## src/rtl/core/sha1_pkg.sv

```systemverilog
// SHA-1 shared package: initial vector, round constants, round phase type,
// the round function and the control bundle between sequencer and datapath.
// No dependencies.
package sha1_pkg;

    typedef logic [4:0][31:0] t_words;

    // Initial chaining value, word A at index 0
    localparam t_words SHA1_IV = {32'hC3D2E1F0, 32'h10325476, 32'h98BADCFE,
                                  32'hEFCDAB89, 32'h67452301};

    localparam logic [31:0] SHA1_K0 = 32'h5A827999;
    localparam logic [31:0] SHA1_K1 = 32'h6ED9EBA1;
    localparam logic [31:0] SHA1_K2 = 32'h8F1BBCDC;
    localparam logic [31:0] SHA1_K3 = 32'hCA62C1D6;

    // First padding byte
    localparam logic [7:0] PAD_MARK = 8'h80;

    // One of the four 20-round groups
    typedef enum logic [1:0] {
        PH_CHOOSE = 2'd0,
        PH_PARITY_LO = 2'd1,
        PH_MAJORITY = 2'd2,
        PH_PARITY_HI = 2'd3
    } t_phase;

    // Sequencer to datapath control
    typedef struct packed {
        logic       push_byte;   // shift a byte into the word packer
        logic       push_word;   // this byte completes a word: push it into the schedule
        logic [7:0] byte_val;
        logic       load_work;   // copy chain words into the working variables
        logic       round_en;    // run one round
        t_phase     phase;
        logic       fold;        // add working variables into the chain
        logic       init_chain;  // return chain to the initial vector
    } t_core_ctl;

    function automatic logic [31:0] sha1_f(input t_phase ph, input logic [31:0] b,
                                           input logic [31:0] c, input logic [31:0] d);
        logic [31:0] res;
        unique case (ph)
            PH_CHOOSE:    res = (b & c) | (~b & d);
            PH_MAJORITY:  res = (b & c) | (b & d) | (c & d);
            PH_PARITY_LO,
            PH_PARITY_HI: res = b ^ c ^ d;
            default:      res = b ^ c ^ d;
        endcase
        return res;
    endfunction

    function automatic logic [31:0] sha1_k(input t_phase ph);
        logic [31:0] res;
        unique case (ph)
            PH_CHOOSE:    res = SHA1_K0;
            PH_PARITY_LO: res = SHA1_K1;
            PH_MAJORITY:  res = SHA1_K2;
            PH_PARITY_HI: res = SHA1_K3;
            default:      res = SHA1_K3;
        endcase
        return res;
    endfunction

endpackage

```

## src/rtl/core/sha1_if.sv

```systemverilog
// Valid/ready channel interfaces of the SHA-1 block: byte items in,
// digest items out. No dependencies.
interface sha1_byte_if;
    logic       valid;
    logic       ready;
    logic [7:0] data_byte;
    logic       byte_valid;
    logic       end_of_message;

    modport source (output valid, data_byte, byte_valid, end_of_message, input ready);
    modport sink   (input valid, data_byte, byte_valid, end_of_message, output ready);
endinterface

interface sha1_digest_if;
    logic        valid;
    logic        ready;
    logic [31:0] digest_word0;
    logic [31:0] digest_word1;
    logic [31:0] digest_word2;
    logic [31:0] digest_word3;
    logic [31:0] digest_word4;
    logic        overflow_error;

    modport source (output valid, digest_word0, digest_word1, digest_word2, digest_word3,
                    digest_word4, overflow_error, input ready);
    modport sink   (input valid, digest_word0, digest_word1, digest_word2, digest_word3,
                    digest_word4, overflow_error, output ready);
endinterface

```

## src/rtl/core/sha1_byte_stream_hash.sv

```systemverilog
// SHA-1 over a byte stream: top level with the block sequencer and the
// digest output register. Depends on sha1_pkg, sha1_if and sha1_core.
//
//  channel   dir  payload                                         accepted when
//  i_item    in   data_byte[7:0], byte_valid, end_of_message      valid & ready
//  o_result  out  digest_word0..4[31:0], overflow_error           valid & ready
//
// A byte item is taken while idle. The item that fills a 64-byte block
// starts 80 rounds on the single round unit followed by a fold.
// An end-of-message item pads one byte per cycle through the same path up
// to the block end, then runs the rounds and the fold; a second padding block
// follows when the length spills into it, and then the result is loaded.
// ready is low from the item that starts a block or a finish until that
// work is done; a finished digest waits in the output register until taken.
// Reset (synchronous, active low) restores the initial vector and clears all counts.
module sha1_byte_stream_hash
    import sha1_pkg::*;
(
    input  logic                 i_clk,
    input  logic                 i_rst_n,
    sha1_byte_if.sink            i_item,
    sha1_digest_if.source        o_result
);

    localparam logic [5:0] FILL_LAST  = 6'd63;
    localparam logic [5:0] LEN_POS    = 6'd56;
    localparam logic [6:0] ROUND_LAST = 7'd79;
    localparam logic [6:0] ROUND_P1   = 7'd20;
    localparam logic [6:0] ROUND_P2   = 7'd40;
    localparam logic [6:0] ROUND_P3   = 7'd60;

    typedef enum logic [2:0] {
        ST_IDLE,
        ST_ROUND,
        ST_FOLD,
        ST_PAD,
        ST_EMIT
    } t_state;

    typedef enum logic [1:0] {
        AFTER_IDLE,
        AFTER_PAD,
        AFTER_EMIT
    } t_after;

    t_state      r_state, n_state;
    t_after      r_after, n_after;
    logic [5:0]  r_fill, n_fill;
    logic [60:0] r_cnt, n_cnt;      // message length in bytes
    logic        r_ovf, n_ovf;
    logic        r_first, n_first;  // next pad byte is the marker
    logic        r_wrap, n_wrap;    // length goes into a further block
    logic [6:0]  r_round, n_round;
    logic        r_out_valid, n_out_valid;
    t_words      r_digest;
    logic        r_err;

    t_core_ctl   w_ctl;
    t_words      w_chain;
    logic        w_wr;
    logic        w_load_out;
    logic [61:0] w_cnt_sum;
    logic [63:0] w_bit_len;
    logic [7:0]  w_len_byte;
    logic [7:0]  w_pad_byte;

    sha1_core u_core (
        .i_clk   (i_clk),
        .i_rst_n (i_rst_n),
        .i_ctl   (w_ctl),
        .o_chain (w_chain)
    );

    // Byte counter increment with carry into the overflow flag
    assign w_cnt_sum = {1'b0, r_cnt} + 62'd1;
    assign w_wr      = i_item.byte_valid && !r_ovf;

    // Padding byte: marker, zeros, then the big-endian bit length
    assign w_bit_len  = {r_cnt, 3'b000};
    assign w_len_byte = w_bit_len[{~r_fill[2:0], 3'b000} +: 8];
    always_comb begin
        priority if (r_first) begin
            w_pad_byte = PAD_MARK;
        end else if (r_fill >= LEN_POS && !r_wrap) begin
            w_pad_byte = w_len_byte;
        end else begin
            w_pad_byte = 8'h00;
        end
    end

    // Sequencer
    always_comb begin
        n_state     = r_state;
        n_after     = r_after;
        n_fill      = r_fill;
        n_cnt       = r_cnt;
        n_ovf       = r_ovf;
        n_first     = r_first;
        n_wrap      = r_wrap;
        n_round     = r_round;
        n_out_valid = r_out_valid && !o_result.ready;
        w_load_out  = 1'b0;
        w_ctl       = '0;

        priority if (r_round < ROUND_P1) begin
            w_ctl.phase = PH_CHOOSE;
        end else if (r_round < ROUND_P2) begin
            w_ctl.phase = PH_PARITY_LO;
        end else if (r_round < ROUND_P3) begin
            w_ctl.phase = PH_MAJORITY;
        end else begin
            w_ctl.phase = PH_PARITY_HI;
        end

        unique case (r_state)
            ST_IDLE: begin
                if (i_item.valid) begin
                    if (w_wr) begin
                        w_ctl.push_byte = 1'b1;
                        w_ctl.push_word = (r_fill[1:0] == 2'b11);
                        w_ctl.byte_val  = i_item.data_byte;
                        n_fill          = r_fill + 6'd1;
                        n_cnt           = w_cnt_sum[60:0];
                        n_ovf           = w_cnt_sum[61];
                    end
                    if (i_item.end_of_message) begin
                        n_first = 1'b1;
                    end
                    priority if (i_item.end_of_message && (r_ovf || (w_wr && w_cnt_sum[61])))
                    begin
                        n_state = ST_EMIT;
                    end else if (w_wr && r_fill == FILL_LAST) begin
                        w_ctl.load_work = 1'b1;
                        n_round         = '0;
                        n_state         = ST_ROUND;
                        n_after         = i_item.end_of_message ? AFTER_PAD : AFTER_IDLE;
                    end else if (i_item.end_of_message) begin
                        n_state = ST_PAD;
                    end else begin
                        n_state = ST_IDLE;
                    end
                end
            end
            ST_ROUND: begin
                w_ctl.round_en = 1'b1;
                n_round        = r_round + 7'd1;
                if (r_round == ROUND_LAST) begin
                    n_state = ST_FOLD;
                end
            end
            ST_FOLD: begin
                w_ctl.fold = 1'b1;
                unique case (r_after)
                    AFTER_IDLE: n_state = ST_IDLE;
                    AFTER_PAD:  n_state = ST_PAD;
                    AFTER_EMIT: n_state = ST_EMIT;
                    default:    n_state = ST_IDLE;
                endcase
            end
            ST_PAD: begin
                w_ctl.push_byte = 1'b1;
                w_ctl.push_word = (r_fill[1:0] == 2'b11);
                w_ctl.byte_val  = w_pad_byte;
                n_fill          = r_fill + 6'd1;
                n_first         = 1'b0;
                if (r_first && r_fill >= LEN_POS) begin
                    n_wrap = 1'b1;
                end
                if (r_fill == FILL_LAST) begin
                    w_ctl.load_work = 1'b1;
                    n_round         = '0;
                    n_state         = ST_ROUND;
                    if (r_wrap || r_first) begin
                        n_after = AFTER_PAD;
                        n_wrap  = 1'b0;
                    end else begin
                        n_after = AFTER_EMIT;
                    end
                end
            end
            ST_EMIT: begin
                if (!r_out_valid || o_result.ready) begin
                    w_load_out       = 1'b1;
                    n_out_valid      = 1'b1;
                    w_ctl.init_chain = 1'b1;
                    n_fill           = '0;
                    n_cnt            = '0;
                    n_ovf            = 1'b0;
                    n_first          = 1'b0;
                    n_wrap           = 1'b0;
                    n_state          = ST_IDLE;
                end
            end
            default: n_state = ST_IDLE;
        endcase
    end

    // State, counters and result register
    always_ff @(posedge i_clk) begin
        if (!i_rst_n) begin
            r_state     <= ST_IDLE;
            r_after     <= AFTER_IDLE;
            r_fill      <= '0;
            r_cnt       <= '0;
            r_ovf       <= 1'b0;
            r_first     <= 1'b0;
            r_wrap      <= 1'b0;
            r_round     <= '0;
            r_out_valid <= 1'b0;
        end else begin
            r_state     <= n_state;
            r_after     <= n_after;
            r_fill      <= n_fill;
            r_cnt       <= n_cnt;
            r_ovf       <= n_ovf;
            r_first     <= n_first;
            r_wrap      <= n_wrap;
            r_round     <= n_round;
            r_out_valid <= n_out_valid;
            if (w_load_out) begin
                r_digest <= r_ovf ? '0 : w_chain;
                r_err    <= r_ovf;
            end
        end
    end

    assign i_item.ready            = (r_state == ST_IDLE);
    assign o_result.valid          = r_out_valid;
    assign o_result.digest_word0   = r_digest[0];
    assign o_result.digest_word1   = r_digest[1];
    assign o_result.digest_word2   = r_digest[2];
    assign o_result.digest_word3   = r_digest[3];
    assign o_result.digest_word4   = r_digest[4];
    assign o_result.overflow_error = r_err;

endmodule

```

## src/rtl/core/sha1_core.sv

```systemverilog
// SHA-1 datapath: byte-to-word packer, 16-word message schedule shift line,
// one shared round unit and the chaining words. Depends on sha1_pkg.
module sha1_core
    import sha1_pkg::*;
(
    input  logic      i_clk,
    input  logic      i_rst_n,
    input  t_core_ctl i_ctl,
    output t_words    o_chain
);

    logic [23:0]       r_pack;
    logic [15:0][31:0] r_w;
    t_words            r_work;
    t_words            r_chain;

    logic [31:0] w_new_word;
    logic [31:0] w_sched;
    logic [31:0] w_f;
    logic [31:0] w_t;

    assign w_new_word = {r_pack, i_ctl.byte_val};

    // Next schedule word: W[t+16] = rotl1(W[t+13] ^ W[t+8] ^ W[t+2] ^ W[t])
    always_comb begin
        w_sched = r_w[13] ^ r_w[8] ^ r_w[2] ^ r_w[0];
        w_sched = {w_sched[30:0], w_sched[31]};
    end

    // Round unit: T = rotl5(A) + f(B,C,D) + E + W[t] + K
    assign w_f = sha1_f(i_ctl.phase, r_work[1], r_work[2], r_work[3]);
    assign w_t = {r_work[0][26:0], r_work[0][31:27]} + w_f + r_work[4] + r_w[0]
               + sha1_k(i_ctl.phase);

    // Packer, schedule and working variables
    always_ff @(posedge i_clk) begin
        if (i_ctl.push_byte) begin
            r_pack <= {r_pack[15:0], i_ctl.byte_val};
        end
        if (i_ctl.push_byte && i_ctl.push_word) begin
            r_w <= {w_new_word, r_w[15:1]};
        end else if (i_ctl.round_en) begin
            r_w <= {w_sched, r_w[15:1]};
        end
        if (i_ctl.load_work) begin
            r_work <= r_chain;
        end else if (i_ctl.round_en) begin
            r_work[0] <= w_t;
            r_work[1] <= r_work[0];
            r_work[2] <= {r_work[1][1:0], r_work[1][31:2]};
            r_work[3] <= r_work[2];
            r_work[4] <= r_work[3];
        end
    end

    // Chaining words
    always_ff @(posedge i_clk) begin
        if (!i_rst_n || i_ctl.init_chain) begin
            r_chain <= SHA1_IV;
        end else if (i_ctl.fold) begin
            for (int i = 0; i < 5; i++) begin
                r_chain[i] <= r_chain[i] + r_work[i];
            end
        end
    end

    assign o_chain = r_chain;

endmodule
```

## src/flat_wrapper.sv

```systemverilog
// flat-port wrapper written by rule: the top's interface ports become plain ports
module sha1_byte_stream_hash_flat import sha1_pkg::*;
  (i_clk, i_rst_n, i_item_valid, i_item_data_byte, i_item_byte_valid, i_item_end_of_message, i_item_ready, o_result_valid, o_result_digest_word0, o_result_digest_word1, o_result_digest_word2, o_result_digest_word3, o_result_digest_word4, o_result_overflow_error, o_result_ready);
  sha1_byte_if i_item_i ();
  sha1_digest_if o_result_i ();
  input  logic i_clk;
  input  logic i_rst_n;
  input wire logic [$bits(i_item_i.valid)-1:0] i_item_valid;
  input wire logic [$bits(i_item_i.data_byte)-1:0] i_item_data_byte;
  input wire logic [$bits(i_item_i.byte_valid)-1:0] i_item_byte_valid;
  input wire logic [$bits(i_item_i.end_of_message)-1:0] i_item_end_of_message;
  output wire logic [$bits(i_item_i.ready)-1:0] i_item_ready;
  output wire logic [$bits(o_result_i.valid)-1:0] o_result_valid;
  output wire logic [$bits(o_result_i.digest_word0)-1:0] o_result_digest_word0;
  output wire logic [$bits(o_result_i.digest_word1)-1:0] o_result_digest_word1;
  output wire logic [$bits(o_result_i.digest_word2)-1:0] o_result_digest_word2;
  output wire logic [$bits(o_result_i.digest_word3)-1:0] o_result_digest_word3;
  output wire logic [$bits(o_result_i.digest_word4)-1:0] o_result_digest_word4;
  output wire logic [$bits(o_result_i.overflow_error)-1:0] o_result_overflow_error;
  input wire logic [$bits(o_result_i.ready)-1:0] o_result_ready;
  assign i_item_i.valid = i_item_valid;
  assign i_item_i.data_byte = i_item_data_byte;
  assign i_item_i.byte_valid = i_item_byte_valid;
  assign i_item_i.end_of_message = i_item_end_of_message;
  assign i_item_ready = i_item_i.ready;
  assign o_result_valid = o_result_i.valid;
  assign o_result_digest_word0 = o_result_i.digest_word0;
  assign o_result_digest_word1 = o_result_i.digest_word1;
  assign o_result_digest_word2 = o_result_i.digest_word2;
  assign o_result_digest_word3 = o_result_i.digest_word3;
  assign o_result_digest_word4 = o_result_i.digest_word4;
  assign o_result_overflow_error = o_result_i.overflow_error;
  assign o_result_i.ready = o_result_ready;
  sha1_byte_stream_hash u_core (.i_clk(i_clk), .i_rst_n(i_rst_n), .i_item(i_item_i), .o_result(o_result_i));
endmodule
```

## config.mk

```make
export PLATFORM = sky130hd
export DESIGN_NAME = sha1_byte_stream_hash_flat
export DESIGN_NICKNAME = d
export VERILOG_FILES = /design/src/rtl/core/sha1_pkg.sv /design/src/rtl/core/sha1_if.sv /design/src/rtl/core/sha1_byte_stream_hash.sv /design/src/rtl/core/sha1_core.sv /design/src/flat_wrapper.sv
export SDC_FILE = /design/constraint.sdc
export NUM_CORES = 2
export LEC_CHECK = 0
export ABC_AREA = 1
export BUFFER_PORTS_ARGS = -buffer_cell sky130_fd_sc_hd__buf_2
export CAP_MARGIN = 15
export CORE_MARGIN = 4
export CORE_UTILIZATION = 60
export DETAILED_ROUTE_END_ITERATION = 8
export MAX_ROUTING_LAYER = met4
export PLACE_DENSITY = 0.78
export SKIP_LAST_GASP = 1
export SYNTH_ARGS = -nofsm -noshare
export SYNTH_HDL_FRONTEND = slang
export SYNTH_SLANG_ARGS = --single-unit
```

## constraint.sdc

```tcl
create_clock -name i_clk -period 22 [get_ports i_clk]
set_clock_uncertainty 0.15 [all_clocks]
set_input_delay 3.3 -clock i_clk [delete_from_list [all_inputs] [get_ports i_clk]]
set_output_delay 3.3 -clock i_clk [all_outputs]
set_load 0.05 [all_outputs]
```

## Yosys cells after proc, flatten, opt, wreduce, memory -nomap -nowiden

Cells that the tools add are included.

| word-level totals | value |
|---|---|
| bits in latches | 0 |
| input bits | 14 |
| output and inout port bits | 163 |
| logic and storage cells | 191 |
| memories | 0 |
| memory bits (read-only) | 0 |
| bits in registers | 1100 |
| bits in writable memories | 0 |

| cells by class | value |
|---|---|
| order comparisons | 4 |
| mux-type cells | 63 |
| divide/modulo/power cells | 0 |
| multipliers | 0 |
| bitwise operators | 14 |
| reduce and logical (&&, ||, !) cells | 35 |
| shift-type cells | 1 |
| equal/unequal tests | 20 |
| $add $sub $neg | 12 |

Operators with widths:

| kind | count |
|---|---|
| two-way mux 512 bit | 2 |
| two-way mux 160 bit | 2 |
| adder 32 bit | 9 |
| two-way mux 61 bit | 3 |
| bitwise XOR 32 bit | 5 |
| AND 32 bit | 4 |
| one-hot mux 32 bit (4 select lines) | 1 |
| one-hot mux 61 bit (2 select lines) | 1 |
| OR 32 bit | 3 |
| one-hot mux 32 bit (3 select lines) | 1 |
| indexed part select 64 x 7 -> 8 bit | 1 |
| adder 61 x 1 -> 62 bit, second input constant | 1 |
| NOT 32 bit | 1 |
| two-way mux 7 bit | 4 |
| one-hot mux 11 bit (2 select lines) | 1 |
| one-hot mux 7 bit (3 select lines) | 1 |
| two-way mux 1 bit | 19 |
| two-way mux 3 bit | 6 |
| two-way mux 6 bit | 3 |
| one-hot mux 6 bit (3 select lines) | 1 |
| two-way mux 2 bit | 8 |
| two-way mux 8 bit | 2 |
| AND reduction 4 bit | 4 |
| one-hot mux 3 bit (5 select lines) | 1 |
| 31 further kinds | 65 |

## Depth between registers and ports, before layout

| depth | value |
|---|---|
| depth in word-level cells | 13 |
| gate-level depth with buffers | 29 |
| gate-level depth less buffers | 27 |

## Modules after synthesis

Synthesis repeated with hierarchy kept, for this count alone.

| unflattened totals | value |
|---|---|
| cells, all modules | 6424 |
| area total of the unflattened synthesis | 58180.8 um^2 |

Modules (own cells, without submodules):

| module | instances | cells an instance | seq. area each (um^2) | area each (um^2) |
|---|---|---|---|---|
| sha1_core | 1 | 4955 | 24103.1 | 46075.4 |
| sha1_byte_stream_hash | 1 | 1469 | 6496.2 | 12105.4 |

## Worst setup path before layout

OpenSTA, ideal clock, no wires.

| path | value |
|---|---|
| path type | input-to-reg |
| start | input i_rst_n |
| end | register u_core.r_digest (netlist bit u_core.o_result.digest_word0[0]) (enable) |
| setup slack | 10807 ps |
| setup time | 683 ps |
| cell stages on the path | 3 |
| required time | 21167 ps |
| arrival | 10359 ps |
| path through | clkinv_1 clkbuf_1 nor2_1 |

| on the way | value |
|---|---|
| cells in the longest elaborated chain, start to end | 1 |

Ends and longest elaborated chain:

| element | line | text |
|---|---|---|
| start: declaration | flat_wrapper.sv:7 | `input logic i_rst_n;` |
| AND reduction 2 bit (no source line) | n/a |  |
| end signal: assignment | sha1_byte_stream_hash.sv:221 | `r_digest <= r_ovf ? '0 : w_chain;` |
| end: declaration | sha1_byte_stream_hash.sv:55 | `t_words r_digest;` |

Every way passes these cells.
A chain may end at the register's enable or synchronous reset.

## Final worst setup path

| path | value |
|---|---|
| start | input i_item_byte_valid |
| end | register u_core.u_core.r_w[114] (netlist name) (enable) |

| on the way | value |
|---|---|
| cells in the longest elaborated chain, start to end | 6 |

Ends and longest elaborated chain:

| element | line | text |
|---|---|---|
| start: declaration | flat_wrapper.sv:10 | `input wire logic [$bits(i_item_i.byte_valid)-1:0] i_item_byte_valid;` |
| logical AND 1 bit | sha1_byte_stream_hash.sv:76 | `assign w_wr = i_item.byte_valid && !r_ovf;` |
| two-way mux 10 bit | sha1_byte_stream_hash.sv:118 | `if (w_wr) begin` |
| two-way mux 11 bit | sha1_byte_stream_hash.sv:117 | `if (i_item.valid) begin` |
| one-hot mux 11 bit (2 select lines) | sha1_byte_stream_hash.sv:115 | `unique case (r_state)` |
| logical AND 1 bit | sha1_core.sv:40 | `if (i_ctl.push_byte && i_ctl.push_word) begin` |
| nonzero test 2 bit (no source line) | n/a |  |
| end signal: assignment | sha1_core.sv:41 | `r_w <= {w_new_word, r_w[15:1]};` |
| end signal: assignment | sha1_core.sv:43 | `r_w <= {w_sched, r_w[15:1]};` |
| end: declaration | sha1_core.sv:13 | `logic [15:0][31:0] r_w;` |

Every way passes these cells.

==> results.yml <==
cells_and_area:
  final_core_util_pct: 66.7
  drive_above_1_share_pct: 7.80
  fill_cells: 7438
  finish.net_count: 6407
  area.growth.synth_to_final_pct: 10.2
pwr:
  p_per_area_nw_per_um2: 151
  irDropWorstVdd_v: 0.000180
  leakagePower_uw: 0.0252
yosys:
  ys_top_cells_by_area: "edfxtp_1 (46%), dfxtp_1 (8.6%), nand2_1 (7.5%), inv_1 (5.1%), ha_1 (4.5%)"
  synth_seq_cells: 1100
  synth_most_common_cell: "nand2_1"
  synthArstFlopShare_pct: 0
  syn-mean-instance-area_um2: 9.57
  ys.flop_type: "edfxtp_1"
  synthTopCellsByCount: "nand2_1 (1134), edfxtp_1 (857), inv_1 (772)"
  synth_edf_count: 857
  synth_area_um2: 56500
  yosysWarningCount: 0
  post-synth-top-area-cell: "edfxtp_1"
  syn_inst: 5906
  synth_top_area_share_pct: 45.5
  syn_nets: 6247
  seq_area_frac_synth_pct: 54.1
  netlist-cell-type-count: 58
timing:
  hold_viol_final: 0
  drv_slew: 0
  worstMarginPinSlew_ns: 1.22
  max_slew_margin_pct: 18.9
  fin_crit_ns: 7.40
  final.period_utilization_pct: 33.6
  setup_viol: 0
  rsz0062_at_grt: "no"
  tns_ns: 0
  max_freq_mhz: 135
clocking:
  root_buffer: "clkbuf_16"
  cts.path.max_buffers: 3
  clk_pin_slew_ns: 0.07
  clock_sinks: 1100
  cts_resized: 0
  cts-buffers-inserted: 111
  cts_setup_buffers: 0
  ctsHoldBuffers: 0
  htree_levels: 3
  clk_latency_ns: 0.73
  cts_tree: "yes"
route:
  drc: 0
  viasPerCell: 5.78
  drtIter0Drc: 4570
  drt_wl_total_um: 161000
  vias: 42900
  detail-route-antenna-nets: 0
  drtPass1Iterations: 6
  detail_route.wl_per_cell_um: 21.7
critical_path:
  crit_family: "buffers and inverters"
  path_class: "in2reg"
  critPathSlowestCell: "buf_4"
  critPathRequiredTime_ns: 22.18
  reg2reg_depth: 22
  cp_slowest_stage_delay_ns: 0.96
  cp-start-kind: "input port"
  end_kind: "register"
  path_cells: "buf_2 > nand2_1 > inv_1 > nand3_2 > inv_1 > nor2_1 > nor2_4 > buf_4 > or2_4 > buf_12 > buf_4"
  cp_num_buf_inv: 6
  crit_arrival_ns: 7.58
  crit_fanout: 198
  reg2reg_slack_ns: 15.63
  r2r_start: "u_core.r_round[4]$_SDFFE_PN0P_"
  reg2reg_to: "u_core.u_core.r_work[13]$_DFFE_PP_"
  worstSetupStartpoint: "i_item_byte_valid"
die:
  core_um2: 93500
  fp-row-count: 112
  die_height_um: 315
  dieArea_um2: 99200
  io_pins: 177
  die_w_um: 315
  start_util_pct: 60.5
worst_hold_path:
  holdPathStages: 0
  hp-class: "reg2reg"
  hold_path.startpoint: "u_core.u_core.r_w[469]$_DFFE_PP_"
  min_delay_worst_endpoint: "u_core.u_core.r_w[437]$_DFFE_PP_"
global_routing:
  grt_pass1_vias: 40500
  grt_use_total_pct: 33.2
  grt_start_max_net_pins: 199
  gr-total-overflow: 0
  grt_antenna_before_repair: 1
  grt_pass1_wl_um: 241000
placement:
  hpwlAfterDp_um: 116000
  finalWeightedCongestion: 1.01
  io_buffers: 176
outcome:
  status: "finished, final reports clean"
run:
  cap_viol_max_count: 0
==> cells in the final DEF, fill, tap and decap left out, types with 20 or more instances in the layout <==
cell       instances
a21boi_0          22
a21o_1            24
a21oi_1          474
a22oi_1           26
buf_2            176
buf_4             20
clkbuf_1          24
clkbuf_16        112
clkinv_2          22
dfxtp_1          242
edfxtp_1         857
fa_1             125
ha_1             201
inv_1            771
mux2_2            25
nand2_1         1132
nand3_1          254
nand4_1           57
nor2_1           601
nor3_1            69
o211ai_1          48
o21ai_0          367
o21ai_1           92
o21bai_1          27
xnor2_1          109
xor2_1            61
==> where the power goes <==
group | total (uW) | switching [uW] | internal, uW
registers | 3080 | 350 | 2730
clock network | 1970 | 844 | 1120
logic | 4330 | 2880 | 1460
==> layer usage <==
metal / GRT usage [%] / vias to the layer above / routed length [um]
li1: - / 20200 / -
met1: 43.7 / 20400 / 64700
met2: 50.5 / 1907 / 72100
met3: 5.23 / 403 / 13800
met4: 16.8 / 0 / 10000
met5: - / - / 0
==> how the worst max path moves through the flow <==
stage                                                          endpoint  slack (ns)  cells past startpoint
after floorplan           u_core.o_result.digest_word0[0]$_SDFFCE_PP0P_       10.81                      3
after global placement                 u_core.u_core.r_w[247]$_DFFE_PP_       13.89                     11
after CTS                              u_core.u_core.r_w[215]$_DFFE_PP_       14.66                     11
final                                  u_core.u_core.r_w[114]$_DFFE_PP_       14.60                     11
after global routing                   u_core.u_core.r_w[145]$_DFFE_PP_       14.30                     11
after detailed placement               u_core.u_core.r_w[279]$_DFFE_PP_       13.87                     11
==> cell type report <==
cell class	instances	area (um^2)	share of cell area, %
inverter	793	2980	4.79
clock inverter	72	911	1.46
antenna	2	5.00	0.00803
timing repair buffer	200	1120	1.80
tap	1254	1570	2.52
clock buffer	138	2920	4.69
sequential	1100	30600	49.1
multi-input combinational	3860	22200	35.6
==> metrics by stage <==
step / worst slack [ns] / hold WS (ns) / cell area (um^2) / cells / power, uW
detailed placement: 13.87 / 0.255 / 58400 / 7206 / 7320
finish: 14.60 / 0.260 / 62300 / 7419 / 9380
CTS: 14.66 / 0.258 / 62300 / 7416 / 9320
global placement: 13.89 / 0.250 / 58400 / 7206 / 7250
floorplan: 10.81 / 0.250 / 56500 / 5906 / 6020
global route: 14.30 / 0.267 / 62300 / 7418 / 10000
==> state kept, by name (all words and copies together), names as in the netlist, 2 cells and up <==
register / flops
u_core.o_result.digest_word0: 32
u_core.o_result.digest_word1: 32
u_core.o_result.digest_word2: 32
u_core.o_result.digest_word3: 32
u_core.o_result.digest_word4: 32
u_core.r_after: 2
u_core.r_cnt: 61
u_core.r_fill: 6
u_core.r_round: 7
u_core.r_state: 3
u_core.u_core.o_chain: 160
u_core.u_core.r_pack: 24
u_core.u_core.r_w: 512
u_core.u_core.r_work: 160
==> kinds of logic (layout without fill, tap and decap cells) <==
kind of cell,after synthesis,after routing,synth area share [%]
AND/OR/NAND/NOR,2214,2214,16.3
AO/OA/AOI/OAI,1124,1124,10.8
flip-flops,1100,1100,54.1
buffers and inverters,946,1203,6.70
adder cells (fa/ha/maj),327,327,8.90
XOR/XNOR,170,170,2.63
multiplexers,25,25,0.498
other,0,2,0
Note: power is estimated with default switching activity, not from simulation.
